[config.mk]
export PLATFORM = sky130hd
export DESIGN_NAME = htld_ctrl
export DESIGN_NICKNAME = d
export VERILOG_FILES = /design/src/sv/assert_macros.svh /design/src/sv/htld_pkg.sv /design/src/sv/htld_ctrl.sv
export SDC_FILE = /design/constraint.sdc
export NUM_CORES = 1
export LEC_CHECK = 0
export ABC_AREA = 1
export BUFFER_PORTS_ARGS = -buffer_cell sky130_fd_sc_hd__buf_4
export CORE_UTILIZATION = 40
export DETAILED_ROUTE_END_ITERATION = 6
export HOLD_SLACK_MARGIN = 0.03
export PLACE_DENSITY = 0.71
export SLEW_MARGIN = 40
export SYNTH_ARGS = -nofsm -noshare
export SYNTH_HDL_FRONTEND = slang
export SYNTH_SLANG_ARGS = --single-unit
[constraint.sdc]
create_clock -name clk -period 2.3 [get_ports clk]
set_clock_uncertainty 0.15 [all_clocks]
set_input_delay 0.46 -clock clk [delete_from_list [all_inputs] [get_ports clk]]
set_output_delay 0.46 -clock clk [all_outputs]
set_load 0.02 [all_outputs]
[src/sv/assert_macros.svh]
// Assertion helpers shared by the RTL; define ASSERT_OFF to compile them out.
`ifndef ASSERT_MACROS_SVH
`define ASSERT_MACROS_SVH

`ifndef ASSERT_OFF

// same-cycle implication
`define ASSERT_IMPLIES(label, clk, rst, ante, cons, msg) \
  label: assert property (@(posedge clk) disable iff (rst) (ante) |-> (cons)) else $error(msg);

// next-cycle implication
`define ASSERT_NEXT(label, clk, rst, ante, cons, msg) \
  label: assert property (@(posedge clk) disable iff (rst) (ante) |=> (cons)) else $error(msg);

`else

`define ASSERT_IMPLIES(label, clk, rst, ante, cons, msg)
`define ASSERT_NEXT(label, clk, rst, ante, cons, msg)

`endif

`endif

[src/sv/htld_pkg.sv]
package htld_pkg;

  // default sizes
  localparam int NODE_CAPACITY_DEF  = 512;
  localparam int STACK_CAPACITY_DEF = 256;

  // code bits per data byte
  localparam int BYTE_W = 8;

  // marker byte that announces a leaf ('1')
  localparam logic [7:0] LEAF_MARK = 8'h31;

  // input word kinds
  localparam logic OP_TREE = 1'b0;
  localparam logic OP_DATA = 1'b1;

  // result status codes
  localparam logic [1:0] ST_SYMBOL   = 2'd0;
  localparam logic [1:0] ST_EARLY    = 2'd1;
  localparam logic [1:0] ST_OVERFLOW = 2'd2;

  // controller -> datapath commands
  typedef struct packed {
    logic       load_data;  // latch a data byte and its bit count
    logic       new_inner;  // allocate internal node, attach, push
    logic       new_leaf;   // allocate leaf, attach, maybe pop
    logic       clear;      // drop the tree
    logic       reload;     // refill cached stack top from stack memory
    logic       step;       // walk one code bit
    logic       flush;      // close the data byte
    logic       err;        // issue an error word
    logic [1:0] err_code;
  } dp_cmd_t;

  // datapath -> controller status
  typedef struct packed {
    logic is_mark;
    logic node_full;
    logic stack_full;
    logic stack_empty;
    logic stack_one;
    logic top_left;
    logic root_leaf;
    logic walk_hold;
    logic last_bit;
    logic pend_valid;
    logic slot_free;
  } dp_stat_t;

endpackage

[src/sv/htld_ctrl.sv]
module htld_ctrl
  import htld_pkg::*;
(
  input  logic     clk,
  input  logic     rst,
  input  logic     in_valid,
  input  logic     in_opcode,
  input  dp_stat_t stat,
  output logic     in_ready,
  output dp_cmd_t  cmd
);

  typedef enum logic [4:0] {
    S_IDLE   = 5'b00001,
    S_WALK   = 5'b00010,
    S_FLUSH  = 5'b00100,
    S_RELOAD = 5'b01000,
    S_ERR    = 5'b10000
  } state_t;

  typedef enum logic [3:0] {
    PH_EMPTY = 4'b0001,
    PH_MARK  = 4'b0010,
    PH_SYM   = 4'b0100,
    PH_DONE  = 4'b1000
  } phase_t;

  state_t     state, state_next;
  phase_t     phase, phase_next;
  logic [1:0] err_code, err_code_next;

  // next state and commands
  always_comb begin
    state_next    = state;
    phase_next    = phase;
    err_code_next = err_code;
    cmd           = '0;
    in_ready      = 1'b0;
    case (state)
      S_IDLE: begin
        if (in_valid && phase == PH_DONE && in_opcode == OP_TREE) begin
          // tree word after a complete tree: drop the old tree first
          cmd.clear  = 1'b1;
          phase_next = PH_EMPTY;
        end else begin
          in_ready = 1'b1;
          if (in_valid) begin
            if (in_opcode == OP_DATA) begin
              if (phase != PH_DONE) begin
                err_code_next = ST_EARLY;
                state_next    = S_ERR;
              end else begin
                cmd.load_data = 1'b1;
                state_next    = stat.root_leaf ? S_FLUSH : S_WALK;
              end
            end else if (phase == PH_SYM) begin
              if (stat.node_full) begin
                cmd.clear     = 1'b1;
                phase_next    = PH_EMPTY;
                err_code_next = ST_OVERFLOW;
                state_next    = S_ERR;
              end else begin
                cmd.new_leaf = 1'b1;
                if (stat.stack_empty) begin
                  phase_next = PH_DONE;
                end else if (!stat.top_left) begin
                  phase_next = PH_MARK;
                end else if (stat.stack_one) begin
                  phase_next = PH_DONE;
                end else begin
                  phase_next = PH_MARK;
                  state_next = S_RELOAD;
                end
              end
            end else if (stat.is_mark) begin
              phase_next = PH_SYM;
            end else if (stat.node_full || stat.stack_full) begin
              cmd.clear     = 1'b1;
              phase_next    = PH_EMPTY;
              err_code_next = ST_OVERFLOW;
              state_next    = S_ERR;
            end else begin
              cmd.new_inner = 1'b1;
              phase_next    = PH_MARK;
            end
          end
        end
      end
      S_WALK: begin
        cmd.step = 1'b1;
        if (!stat.walk_hold && stat.last_bit) begin
          state_next = S_FLUSH;
        end
      end
      S_FLUSH: begin
        if (!stat.pend_valid || stat.slot_free) begin
          cmd.flush  = 1'b1;
          state_next = S_IDLE;
        end
      end
      S_RELOAD: begin
        cmd.reload = 1'b1;
        state_next = S_IDLE;
      end
      S_ERR: begin
        if (stat.slot_free) begin
          cmd.err      = 1'b1;
          cmd.err_code = err_code;
          state_next   = S_IDLE;
        end
      end
      default: begin
        state_next = S_IDLE;
      end
    endcase
  end

  // state registers
  always_ff @(posedge clk) begin
    if (rst) begin
      state    <= S_IDLE;
      phase    <= PH_EMPTY;
      err_code <= ST_SYMBOL;
    end else begin
      state    <= state_next;
      phase    <= phase_next;
      err_code <= err_code_next;
    end
  end

endmodule

==> out/results.tsv <==
metric	value	unit
startpoint_type	flip-flop	
place_area	1060	um2
hold_path_class	input pin to flip-flop	
crit_path_max_incr_delay	0.34	ns
finalCriticalPeriod	2.23	ns
powerDensity	897	nW/um2
seq_area_frac_synth	0.264	
holdWs	0.241	ns
peakVddDrop	0.412	mV
drive_gt1_frac	0.351	
first_global_vias	741	
tritoncts	done	
die_h	47.7	um
vias_per_cell	4.87	
antennaDiodeCount	0	
port_buffers	25	
cpLargestDelayFamily	simple AND/OR/NAND/NOR gates	
core-area	1960	um2
holdCritStartpoint	rst	
clk-insertion-delay-late	0.27	ns
worst_pin_slew	0.315	ns
ys_ff_latch	11	
synth_nets	152	
endpoint_kind	output port	
final_nets	190	
hold_viol	0	
reg2reg_from	state[2]	
overflow	0	
clockRootBuffer	clkbuf_4	
die_x	47.7	um
cp_cell_sequence	nor2_4, nand3_4, buf_4, inv_4, nand2_4, nor2_4, inv_4, a21oi_4, buf_6	
setup_violations	0	
start_util	0.425	
grt_pass1_wl	3.00	mm
avgRoutedWirePerCell	10.4	um
maxCapViolCount	0	
yosys_warnings	0	
rsz0062_at_grt	yes	
areaGrowthSynthToFinish	44.2	%
clkSlewWorstSetupHoldPaths	0.07	ns
postRouteAntennaNets	0	
critPathBufInv	4	
row_count	16	
htreeDepth	1	
arrival	1.62	ns
p_leak	0.000612	uW
dieArea	2270	um2
fin_util	0.614	
fmax	0.448	GHz
syn_inst	137	
grt_usage	0.188	
hpwlAfterDp	1.64	mm
wl	2.09	mm
avgSynthCellArea	6.09	um2
antenna_found_initial	0	
dr.pass1.iters	5	
drt-initial-drc-count	16	
io_pins	26	
maxSlewViolCount	0	
final_area	1200	um2
ff_latch_area	224	um2
clkSinkCount	11	
criticalPathCategory	flip-flop to output port	
cts-buffers-inserted	3	
place_congestion	0.862	
slew_headroom	0.789	
slowest_stage	dfxtp_2	
fillers	208	
drc_errors	0	
fin_crit_sh	0.972	
cts_buffer_depth	2	
synth.cell_area	835	um2
vias	979	
worstPathRequired	1.69	ns
startpoint	state[2]	
grt_max_degree	9	
status	completed	
ys_types	24	
worstPathMaxFanout	5	
multiInputGateArea	576	um2
==> kinds of logic (layout without fill, tap and decap cells) <==
family          count (synthesis)  count (layout)  synth area share
simple gates                   89              89             0.528
buf+inv                        23              60             0.106
compound gates                 14              14             0.102
flops                          11              11             0.264
==> per-layer routing <==
| metal | GRT usage | part of all wire |
|---|---|---|
| met2 | 0.342 | 0.53 |
| met1 | 0.219 | 0.42 |
| met5 | 0 | 0 |
| met4 | 0.0333 | 0.0043 |
| met3 | 0.0566 | 0.038 |
==> path summary, 6_finish.rpt <==
path	end	slack (ns)	cells after the start
setup reg to reg	state[1]	0.60	10
hold reg to reg	err_code[1]	0.33	2
hold / removal	phase[3]	0.24	2
setup / recovery	cmd[6]	0.07	9
==> repair_timing <==
action                                 CTS  global route
setup buffers                            0             8
setup endpoints to repair                0             2
resized for setup                        0            15
endpoints found under the hold margin    0             0
hold buffers                             0             0
==> power breakdown <==
group	internal [uW]	switching, uW
Sequential	239	45.4
Clock	67.0	61.1
Combinational	308	360
Total	613	467
==> registers in the layout, indices dropped and copies added (netlist names) <==
| signal | cells |
|---|---|
| phase | 4 |
| state | 5 |
| err_code | 2 |
==> cell usage after synthesis <==
cell,n,area share
nand3_2,1,0.012
nor2_2,5,0.037
inv_1,20,0.090
a21oi_4,1,0.019
a31oi_1,1,0.0075
nor2_4,2,0.027
clkinv_2,2,0.012
o21ai_0,4,0.024
nand3b_1,1,0.0090
and3_1,1,0.0075
nor2_1,26,0.12
nand3_4,1,0.021
nand4_1,5,0.037
inv_2,1,0.0045
a21o_1,1,0.0090
nand4_2,1,0.015
nand2_1,25,0.11
nand3_1,13,0.078
a21oi_1,6,0.036
nor4_1,1,0.0075
nand2_2,3,0.022
o21ai_1,1,0.0060
nor3_1,4,0.024
dfxtp_1,11,0.26
==> worst register-to-register path: stages (launching register included) <==
cell and delay (ns):
dfxtp_2 0.34, nor2_4 0.16, nand3_4 0.11, buf_4 0.16, buf_4 0.13, nor2_1 0.20, nand2_1 0.08, nand2_1 0.08
nor2_2 0.05, nor2_1 0.08, nor2_1 0.05
==> placed cells by master (no fill, tap or decap) <==
| cell type | instances |
|---|---|
| nor4_4 | 1 |
| nand3_4 | 1 |
| nor2_2 | 4 |
| nand3_1 | 13 |
| dfxtp_1 | 8 |
| nor3_1 | 4 |
| and3_1 | 1 |
| nand2_1 | 24 |
| inv_1 | 19 |
| clkinv_2 | 1 |
| buf_6 | 1 |
| clkbuf_1 | 1 |
| o21ai_1 | 1 |
| a31oi_4 | 1 |
| buf_4 | 32 |
| nor2_1 | 25 |
| a21oi_4 | 1 |
| nand4_1 | 5 |
| a21oi_1 | 6 |
| dfxtp_2 | 3 |
| nand3_2 | 1 |
| clkbuf_4 | 3 |
| o21ai_0 | 4 |
| inv_4 | 2 |
| nand2_4 | 1 |
| a21o_1 | 1 |
| nand4_2 | 1 |
| nand2_2 | 3 |
| inv_2 | 1 |
| nand3b_1 | 1 |
| nor2_4 | 4 |
==> per-stage QoR <==
| stage | setup slack [ns] | total power (uW) | std cells | setup TNS [ns] |
|---|---|---|---|---|
| after floorplan | 0.0982 | 626 | 137 | 0 |
| after global placement | 0.428 | 740 | 189 | 0 |
| after detailed placement | 0.373 | 749 | 189 | 0 |
| after CTS | 0.0921 | 883 | 193 | 0 |
| after global routing | -0.0290 | 1170 | 201 | -0.0512 |
| final | 0.0654 | 1080 | 201 | 0 |
==> cell type report <==
cell class,count,share of cell area
clock buffer,4,0.0218
inverter,23,0.0769
multi-input combinational,103,0.478
sequential,11,0.186
tap,27,0.0281
timing repair buffer,33,0.209
No activity file was read; power rests on OpenSTA's default activity.
